File: src/rtl/nca_pkg.sv
package nca_pkg;

  // Fixed field widths of the item, result and configuration channels
  localparam int COORD_INPUTS = 4;
  localparam int SLOT_W       = 4;
  localparam int CLUSTER_W    = 4;
  localparam int DIST_W       = 34;
  localparam int DIMS_W       = 3;
  localparam int CLUSTERS_W   = 5;

  localparam logic [DIST_W-1:0] DIST_MAX = {DIST_W{1'b1}};

  // Default sizing of the chain
  localparam int DEF_MAX_CLUSTERS   = 16;
  localparam int DEF_MAX_DIMENSIONS = 4;
  localparam int DEF_COORD_BITS     = 16;

  // Item control that travels down the chain
  typedef struct packed {
    logic              valid;
    logic              is_load;
    logic [SLOT_W-1:0] slot;
  } item_ctrl_t;

  // Best match found so far for a classify item
  typedef struct packed {
    logic                 have;
    logic [CLUSTER_W-1:0] idx;
    logic [DIST_W-1:0]    distance;
  } best_t;

endpackage

File: src/rtl/nca_cell.sv
module nca_cell
  import nca_pkg::*;
#(
  parameter int CELL_IDX   = 0,
  parameter int COORD_BITS = DEF_COORD_BITS,
  parameter int DIM_LIM    = DEF_MAX_DIMENSIONS
) (
  input  logic                                 clk,
  input  logic                                 rst_n,
  input  logic                                 adv,
  input  logic [DIMS_W-1:0]                    eff_dims,
  input  logic [CLUSTERS_W-1:0]                eff_clusters,
  input  item_ctrl_t                           ctrl_i,
  input  best_t                                best_i,
  input  logic [DIM_LIM-1:0][COORD_BITS-1:0]   point_i,
  output item_ctrl_t                           ctrl_o,
  output best_t                                best_o,
  output logic [DIM_LIM-1:0][COORD_BITS-1:0]   point_o
);

  localparam int SQ_W   = 2 * (COORD_BITS + 1);
  localparam int WIDE_W = (SQ_W > DIST_W) ? SQ_W : DIST_W;
  localparam int SUM_W  = DIST_W + 2;
  localparam int CMP_W  = 9;

  // Centroid held by this cell
  logic [DIM_LIM-1:0][COORD_BITS-1:0] cen_r;

  // Stage A: squares registered with the item
  item_ctrl_t                         ctrl_a_r;
  best_t                              best_a_r;
  logic [DIM_LIM-1:0][COORD_BITS-1:0] point_a_r;
  logic [DIM_LIM-1:0][DIST_W-1:0]     sq_a_r;
  logic [DIM_LIM-1:0][DIST_W-1:0]     sq_nxt;

  // Stage B: updated best registered with the item
  item_ctrl_t                         ctrl_b_r;
  best_t                              best_b_r;
  logic [DIM_LIM-1:0][COORD_BITS-1:0] point_b_r;
  best_t                              best_nxt;

  logic              load_hit;
  logic              active;
  logic              take;
  logic [SUM_W-1:0]  sum;
  logic [DIST_W-1:0] sum_sat;

  assign load_hit = ctrl_i.valid && ctrl_i.is_load && (CMP_W'(ctrl_i.slot) == CMP_W'(CELL_IDX));
  assign active   = CMP_W'(CELL_IDX) < CMP_W'(eff_clusters);

  // Saturating square of each coordinate difference, unused dimensions give zero
  for (genvar d = 0; d < DIM_LIM; d++) begin : g_sq
    logic signed [COORD_BITS:0] diff;
    logic        [COORD_BITS:0] mag;
    logic        [SQ_W-1:0]     sq;
    logic        [WIDE_W-1:0]   wide;
    assign diff = $signed({point_i[d][COORD_BITS-1], point_i[d]})
                - $signed({cen_r[d][COORD_BITS-1], cen_r[d]});
    assign mag  = diff[COORD_BITS] ? (COORD_BITS+1)'(-diff) : (COORD_BITS+1)'(diff);
    assign sq   = SQ_W'(mag) * SQ_W'(mag);
    assign wide = WIDE_W'(sq);
    assign sq_nxt[d] = (DIMS_W'(d) >= eff_dims) ? '0 :
                       (wide > WIDE_W'(DIST_MAX)) ? DIST_MAX : wide[DIST_W-1:0];
  end

  // Sum the squares and compare against the best so far
  always_comb begin
    sum = '0;
    for (int d = 0; d < DIM_LIM; d++) begin
      sum = sum + SUM_W'(sq_a_r[d]);
    end
  end

  assign sum_sat = (sum > SUM_W'(DIST_MAX)) ? DIST_MAX : sum[DIST_W-1:0];
  assign take    = active && (!best_a_r.have || (sum_sat < best_a_r.distance));

  always_comb begin
    best_nxt = best_a_r;
    if (take) begin
      best_nxt.have     = 1'b1;
      best_nxt.idx      = CLUSTER_W'(CELL_IDX);
      best_nxt.distance = sum_sat;
    end
  end

  // Advance item control through both stages
  always_ff @(posedge clk) begin
    if (!rst_n) begin
      ctrl_a_r <= '0;
      ctrl_b_r <= '0;
    end else if (adv) begin
      ctrl_a_r <= ctrl_i;
      ctrl_b_r <= ctrl_a_r;
    end
  end

  // Advance payload and capture a centroid when its load passes
  always_ff @(posedge clk) begin
    if (adv) begin
      best_a_r  <= best_i;
      point_a_r <= point_i;
      sq_a_r    <= sq_nxt;
      best_b_r  <= best_nxt;
      point_b_r <= point_a_r;
      if (load_hit) begin
        cen_r <= point_i;
      end
    end
  end

  assign ctrl_o  = ctrl_b_r;
  assign best_o  = best_b_r;
  assign point_o = point_b_r;

endmodule

File: config.mk
export PLATFORM = sky130hd
export DESIGN_NAME = nca_cell
export DESIGN_NICKNAME = d
export VERILOG_FILES = /design/src/rtl/nca_pkg.sv /design/src/rtl/nca_cell.sv
export SDC_FILE = /design/constraint.sdc
export NUM_CORES = 2
export LEC_CHECK = 0
export BUFFER_PORTS_ARGS = -buffer_cell sky130_fd_sc_hd__buf_2
export CAP_MARGIN = 15
export CORE_MARGIN = 2
export CORE_UTILIZATION = 45
export CTS_BUF_LIST = sky130_fd_sc_hd__clkbuf_4 sky130_fd_sc_hd__clkbuf_8
export CTS_CLUSTER_DIAMETER = 120
export CTS_CLUSTER_SIZE = 24
export DETAILED_ROUTE_END_ITERATION = 10
export PLACE_DENSITY_LB_ADDON = 0.15
export SLEW_MARGIN = 20
export SYNTH_ARGS = -nofsm -noshare
export SYNTH_HDL_FRONTEND = slang
export SYNTH_SLANG_ARGS = --single-unit
File: constraint.sdc
create_clock -name clk -period 9 [get_ports clk]
set_input_delay 0.9 -clock clk [delete_from_list [all_inputs] [get_ports clk]]
set_output_delay 0.9 -clock clk [all_outputs]
set_load 0.02 [all_outputs]
* Word level (Yosys, flattened, before mapping)
Index checks and enable logic that the tools add are counted.
Storage, ports and cells: bits in writable memories 0, memories 0, word-level logic and storage cells 71, latch bits 0, ROM bits 0, register bits 418
Cells by class: shift-type cells 0, multipliers 4, divide/modulo/power cells 0, bitwise gates (word level) 0, magnitude comparators 11, equality and inequality tests 0, mux-type cells 10, reduce and logical (&&, ||, !) cells 7, $add $sub $neg 11
Operator list (number):
- 2-to-1 mux 34 bit | 6
- greater-than comparator 34 bit (second input constant) | 4
- multiplier 17 x 17 -> 34 bit | 4
- 2-to-1 mux 17 bit | 4
- negation 17 bit | 4
- subtractor 16 x 16 -> 17 bit | 4
- adder 35 x 34 -> 36 bit | 1
- adder 36 x 34 -> 36 bit | 1
- greater-than comparator 36 x 34 -> 1 bit (second input constant) | 1
- adder 34 x 34 -> 35 bit | 1
- < comparator 34 bit | 1
- greater-or-equal comparator 1 x 3 -> 1 bit (first input constant) | 2
- greater-or-equal comparator 2 x 3 -> 1 bit (first input constant) | 2
- < comparator 1 x 5 -> 1 bit (first input constant) | 1
- zero test 4 bit | 1
- logical AND 1 bit | 3
- AND reduction 2 bit | 1
- zero test 1 bit | 1
- logical OR 1 bit | 1

* Logic depth before layout (Yosys ltp)
depth after elaboration 9, mapped depth 39, mapped depth without buffers 36

* Least setup slack after synthesis
No wires, ideal clock.
path kind input to register, start point input port point_i[16] (netlist bit), end point register sq_a_r[67] (netlist bit) (data pin), buffers on the path 1, arrival time 9.320 ns, setup slack -0.581 ns, stages 33, cell sequence inv_1 > ha_1 > fa_1 > nand2b_1 > a21o_1 > a211oi_2 > o221ai_1 > nor3_1 > or3b_1 > o31a_1 > xor2_1 > clkbuf_1 > nand2_1 > fa_1 > fa_1 > inv_1 > fa_1 > fa_1 > fa_1 > inv_1 > fa_1 > inv_1 > ha_1 > a2111oi_0 > o21ai_0 > o21a_1 > o31ai_1 > o21a_1 > o21ai_0 > a31o_2 > a21oi_1 > or2_2 > mux2i_1
Between the ends: cells in the longest elaborated chain, start to end 6
RTL lines:
- start: declaration | RTL line nca_cell.sv:15 | input logic [DIM_LIM-1:0][COORD_BITS-1:0] point_i,
- subtractor 16 x 16 -> 17 bit * | RTL line nca_cell.sv:58 | - $signed({cen_r[d][COORD_BITS-1], cen_r[d]});
- negation 17 bit | RTL line nca_cell.sv:59 | assign mag = diff[COORD_BITS] ? (COORD_BITS+1)'(-diff) : (COORD_BITS+1)'(diff);
- 2-to-1 mux 17 bit * | RTL line nca_cell.sv:59
- multiplier 17 x 17 -> 34 bit * | RTL line nca_cell.sv:60 | assign sq = SQ_W'(mag) * SQ_W'(mag);
- greater-than comparator 34 bit | RTL line nca_cell.sv:63 | (wide > WIDE_W'(DIST_MAX)) ? DIST_MAX : wide[DIST_W-1:0];
- 2-to-1 mux 34 bit * | RTL line nca_cell.sv:63
- end signal: assignment | RTL line nca_cell.sv:102 | sq_a_r <= sq_nxt;
- end: declaration | RTL line nca_cell.sv:33 | logic [DIM_LIM-1:0][DIST_W-1:0] sq_a_r;
Mark *: on every way between the ends. The rest lies on a longest branch, timed or not. A chain may end at the register's enable or synchronous reset.

* Worst setup path after layout
start point register cen_r[49] (netlist bit), end point register sq_a_r[128] (netlist bit) (data pin)
Between the ends: cells in the longest elaborated chain, start to end 6
RTL lines:
- start: declaration | RTL line nca_cell.sv:27 | logic [DIM_LIM-1:0][COORD_BITS-1:0] cen_r;
- start signal: assignment | RTL line nca_cell.sv:106 | cen_r <= point_i;
- subtractor 16 x 16 -> 17 bit * | RTL line nca_cell.sv:58
- negation 17 bit | RTL line nca_cell.sv:59
- 2-to-1 mux 17 bit * | RTL line nca_cell.sv:59
- multiplier 17 x 17 -> 34 bit * | RTL line nca_cell.sv:60
- greater-than comparator 34 bit | RTL line nca_cell.sv:63
- 2-to-1 mux 34 bit * | RTL line nca_cell.sv:63
Marked as above.

==> summary.md <==
| Metric | Value |
|---|---|
| Worst Tran Pin Value | approximately 1 ns |
| Met3 track demand over resource in global routing | between 1.5 and 2% |
| WL/cell | around 16 um |
| Number of distinct library cells after synthesis | 94 |
| Fmax | ~120 MHz |
| Final-layout setup total negative slack | 0 ns |
| Die Wd | ~350 um |
| Data required time of the critical path | ~9.5 ns |
| H-tree depth reported by CTS | 1 |
| Worst Hold Endpoint | best_a_r[5]$_DFFE_PP_ |
| Number of setup violations in the final report | 0 |
| Final Critical Period | just under 9 ns |
| Maximum fanout count along the critical path | 3 |
| Async set or reset register ratio after synthesis | 0% |
| GR Util met2 | between 30% and 40% |
| Gate Count Post-Synth | around 5600 |
| Cells on worst reg2reg path | 36 |
| DRT iter0 DRCs | approximately 2200 |
| Worst slew margin relative to its limit | roughly 33% |
| Flip-flop and latch count after synthesis | between 400 and 500 |
| First-pass GRT wire length | 223000 um |
| Startpoint class of the critical path | flip-flop |
| Top_reg_cell synth | sky130_fd_sc_hd__edfxtp_1 |
| Worst-path clk slew | 0.14 ns |
| Top-area cell type share of the netlist area | between 30 and 40% |
| Sinks on the clock net | 414 |
| Post-cts hold buffer count | 0 |
| Remaining global-route overflow | 0 |
| Netlist area before placement | ~55000 um^2 |
| Endpoint of the lowest-slack register-to-register path | sq_a_r[128]$_SDFFCE_PP0P_ |
| Max incr delay on CP | between 0.5 and 0.6 ns |
| Die area | between 100000 and 150000 um^2 |
| List of most frequent post-synthesis cells | 1351 x sky130_fd_sc_hd__inv_1, 835 x sky130_fd_sc_hd__fa_1, 552 x sky130_fd_sc_hd__ha_1 |
| Outcome | finished, final reports clean |
| Core Box Area | around 120000 um^2 |
| Total global routing track utilization | between 20% and 30% |
| Compound-Gate Fraction of Synth Area | under 10% |
| Half-perimeter wire length after placement | approximately 120000 um |
| Remaining antenna violation count | 0 |
| Most crowded layer after global routing | met2 |
| Clock latency on the worst-skew pair | 0.73 ns |
| Multiplexer share of the synthesized area | roughly 1.1% |
| Synth area leaders | sky130_fd_sc_hd__fa_1 30%, sky130_fd_sc_hd__edfxtp_1 22%, sky130_fd_sc_hd__ha_1 12% |
| Hold slack | 0.344 ns |
| M1 GR Usage | a little under a third |
| Number of warning messages in the yosys log | 0 |
| I/O Buffers | between 200 and 250 |
| Vias per std cell | between 4 and 5 |
| Longest Clk Path Bufs | 3 |
| Path class of the lowest-slack min-delay path | input port to flip-flop |
| Slowest stage cell on the critical path | sky130_fd_sc_hd__fa_1 |
| Count of flip-flops with a built-in enable after synthesis | approximately 400 |
| Critical Path End Type | flip-flop |
| Post-layout util | a little over half |
| Total number of vias | just over 40000 |
| Worst-case clock skew | around 0.036 ns |
| Fin crit share | a little over nine tenths |
| Worst reg-to-reg setup slack | 0.32 ns |
| Cell type with the highest aggregate area in the netlist | sky130_fd_sc_hd__fa_1 |
| Area share of and/or/nand/nor cells after synthesis | a little under an eighth |
| CTS buffer count | 24 |
| R2R Path Start | cen_r[49]$_DFFE_PP_ |
| Data arrival, critical path | around 9.2 ns |
| Synthesized area per cell | 9.84 um^2 |
| Unrepaired setup endpoints after global routing | true |
| Pin count of the biggest net entering global routing | around 170 |
| Detailed Routing Iterations Pass 1 | 6 |
| Placer congestion estimate | between 0.9 and 1 |
| I/O pins | between 200 and 250 |
| Startpoint of the lowest-slack hold path | best_i[5] |
| Initial antenna violation count | 4 |
| Number of endpoints with negative hold slack in the final report | 0 |
| Post-Synth Adder-Cell Area | 42.7% |
| WL final | approximately 140000 um |
| Area growth, synth to finish | 20.6% |
| Area post-placement | 65200 um^2 |
| Post-synthesis xor/xnor area fraction | between 3 and 4% |
| Root buffer cell | sky130_fd_sc_hd__clkbuf_8 |
| Most numerous cell in the Yosys netlist | sky130_fd_sc_hd__inv_1 |
| Initial core utilization | between 40% and 50% |
| Design Area, Final | between 60000 and 70000 um^2 |
| Dominant combinational cell family by area after synthesis | adder cells |
| DRC violation count after routing | 0 |
| Count of nets after finishing | a little over 8000 |
| Final max-slew violation count | 0 |
| Via count of the first global-routing pass | 43400 |
| Sequential share of the synthesized area | approximately 22% |
| CP Class | flip-flop to flip-flop |
| Number of core rows | about 130 |
| CTS tree | yes |
| Maximum capacitance violations | 0 |
| Ratio of cells with drive above 1 in the final layout | 21.4% |
| Hold path cells | 1 |
| Die H | 355 um |
==> worst max-delay path, delay by kind of cell, from the launching register on <==
family          cells  cell delay (ns)
xor+xnor            2             0.40
buf+inv            12             1.30
simple gates        8             1.37
flops               1             0.43
compound gates      6             1.41
fa+ha+maj           8             3.53
==> sequential cells by signal, indices dropped and copies added (netlist names) <==
name	flops
ctrl_o	6
point_o	64
best_o	39
sq_a_r	132
best_a_r	39
point_a_r	64
ctrl_a_r	6
cen_r	64
==> kinds of logic (layout without fill, tap and decap cells) <==
logic type | after synthesis | count (layout)
buffers and inverters | 1494 | 2513
adder cells (fa/ha/maj) | 1387 | 1387
AND/OR/NAND/NOR | 1316 | 1316
AO/OA/AOI/OAI | 719 | 719
flip-flops | 414 | 414
XOR/XNOR | 235 | 235
multiplexers | 56 | 56
other | 2 | 57
==> worst max path at each step <==
stage                              startpoint                        end  slack [ns]  cells after the start
final                     cen_r[49]$_DFFE_PP_  sq_a_r[128]$_SDFFCE_PP0P_        0.32                     36
after global routing       cen_r[0]$_DFFE_PP_   sq_a_r[32]$_SDFFCE_PP0P_       -0.09                     32
after CTS                 cen_r[48]$_DFFE_PP_  sq_a_r[134]$_SDFFCE_PP0P_        0.07                     31
after detailed placement          point_i[48]  sq_a_r[134]$_SDFFCE_PP0P_       -0.60                     36
after global placement            point_i[48]  sq_a_r[134]$_SDFFCE_PP0P_       -0.49                     36
after floorplan                   point_i[16]   sq_a_r[67]$_SDFFCE_PP0P_       -0.01                     33
==> placed cells by master (no fill, tap or decap), types with 15 or more instances in the layout <==
master	n
sky130_fd_sc_hd__clkbuf_8	26
sky130_fd_sc_hd__inv_1	1334
sky130_fd_sc_hd__buf_2	227
sky130_fd_sc_hd__o21ai_0	107
sky130_fd_sc_hd__o31ai_1	17
sky130_fd_sc_hd__nor3_1	57
sky130_fd_sc_hd__mux2_2	35
sky130_fd_sc_hd__o21a_1	44
sky130_fd_sc_hd__o21ai_1	15
sky130_fd_sc_hd__and3_1	25
sky130_fd_sc_hd__nand3_1	38
sky130_fd_sc_hd__edfxtp_1	402
sky130_fd_sc_hd__ha_1	531
sky130_fd_sc_hd__inv_2	26
sky130_fd_sc_hd__xor2_1	90
sky130_fd_sc_hd__ha_4	18
sky130_fd_sc_hd__nand2_1	383
sky130_fd_sc_hd__a31oi_1	20
sky130_fd_sc_hd__nor3b_1	23
sky130_fd_sc_hd__nor2_1	405
sky130_fd_sc_hd__a21o_1	112
sky130_fd_sc_hd__or2_2	16
sky130_fd_sc_hd__a211oi_1	33
sky130_fd_sc_hd__a21oi_1	158
sky130_fd_sc_hd__nand4_1	27
sky130_fd_sc_hd__fa_1	820
sky130_fd_sc_hd__mux2i_1	21
sky130_fd_sc_hd__nand2b_1	72
sky130_fd_sc_hd__o211ai_1	17
sky130_fd_sc_hd__and2_1	72
sky130_fd_sc_hd__xnor2_1	125
sky130_fd_sc_hd__nor2b_1	58
sky130_fd_sc_hd__conb_1	51
sky130_fd_sc_hd__or3_1	19
sky130_fd_sc_hd__buf_4	858
sky130_fd_sc_hd__fa_2	15
==> metrics by stage <==
step	setup WS, ns	cells
after floorplan	-0.0132	5672
after global placement	-0.487	8252
after detailed placement	-0.599	8252
after CTS	0.0672	8292
after global routing	-0.0946	8317
final	0.316	8322
==> per-layer routing <==
metal	vias up	routed length [um]
met5	-	0
met4	0	1880
met3	90	6230
met2	770	64000
met1	20400	63100
li1	19900	-
==> repair_timing <==
| item | 4_1_cts | 5_1_grt |
|---|---|---|
| setup buffers | 0 | 26 |
| pin swaps | 0 | 96 |
| hold endpoints to repair | 0 | 0 |
| setup endpoints to repair | 1 | 48 |
| gates resized for setup | 2 | 156 |
==> final cells by class <==
type                            count  area, um^2
Antenna cell                        6        15.0
Clock buffer                       31         395
Clock inverter                      9         155
Multi-Input combinational cell   3764       38800
Fill cell                       11100       55200
Timing Repair Buffer             1100        7790
Tap cell                         1625        2030
Inverter                         1373        5160
Sequential cell                   414       12300
Power is not shown: default switching activity piles up to over one toggle a cycle in this logic, so the estimate is an artifact.
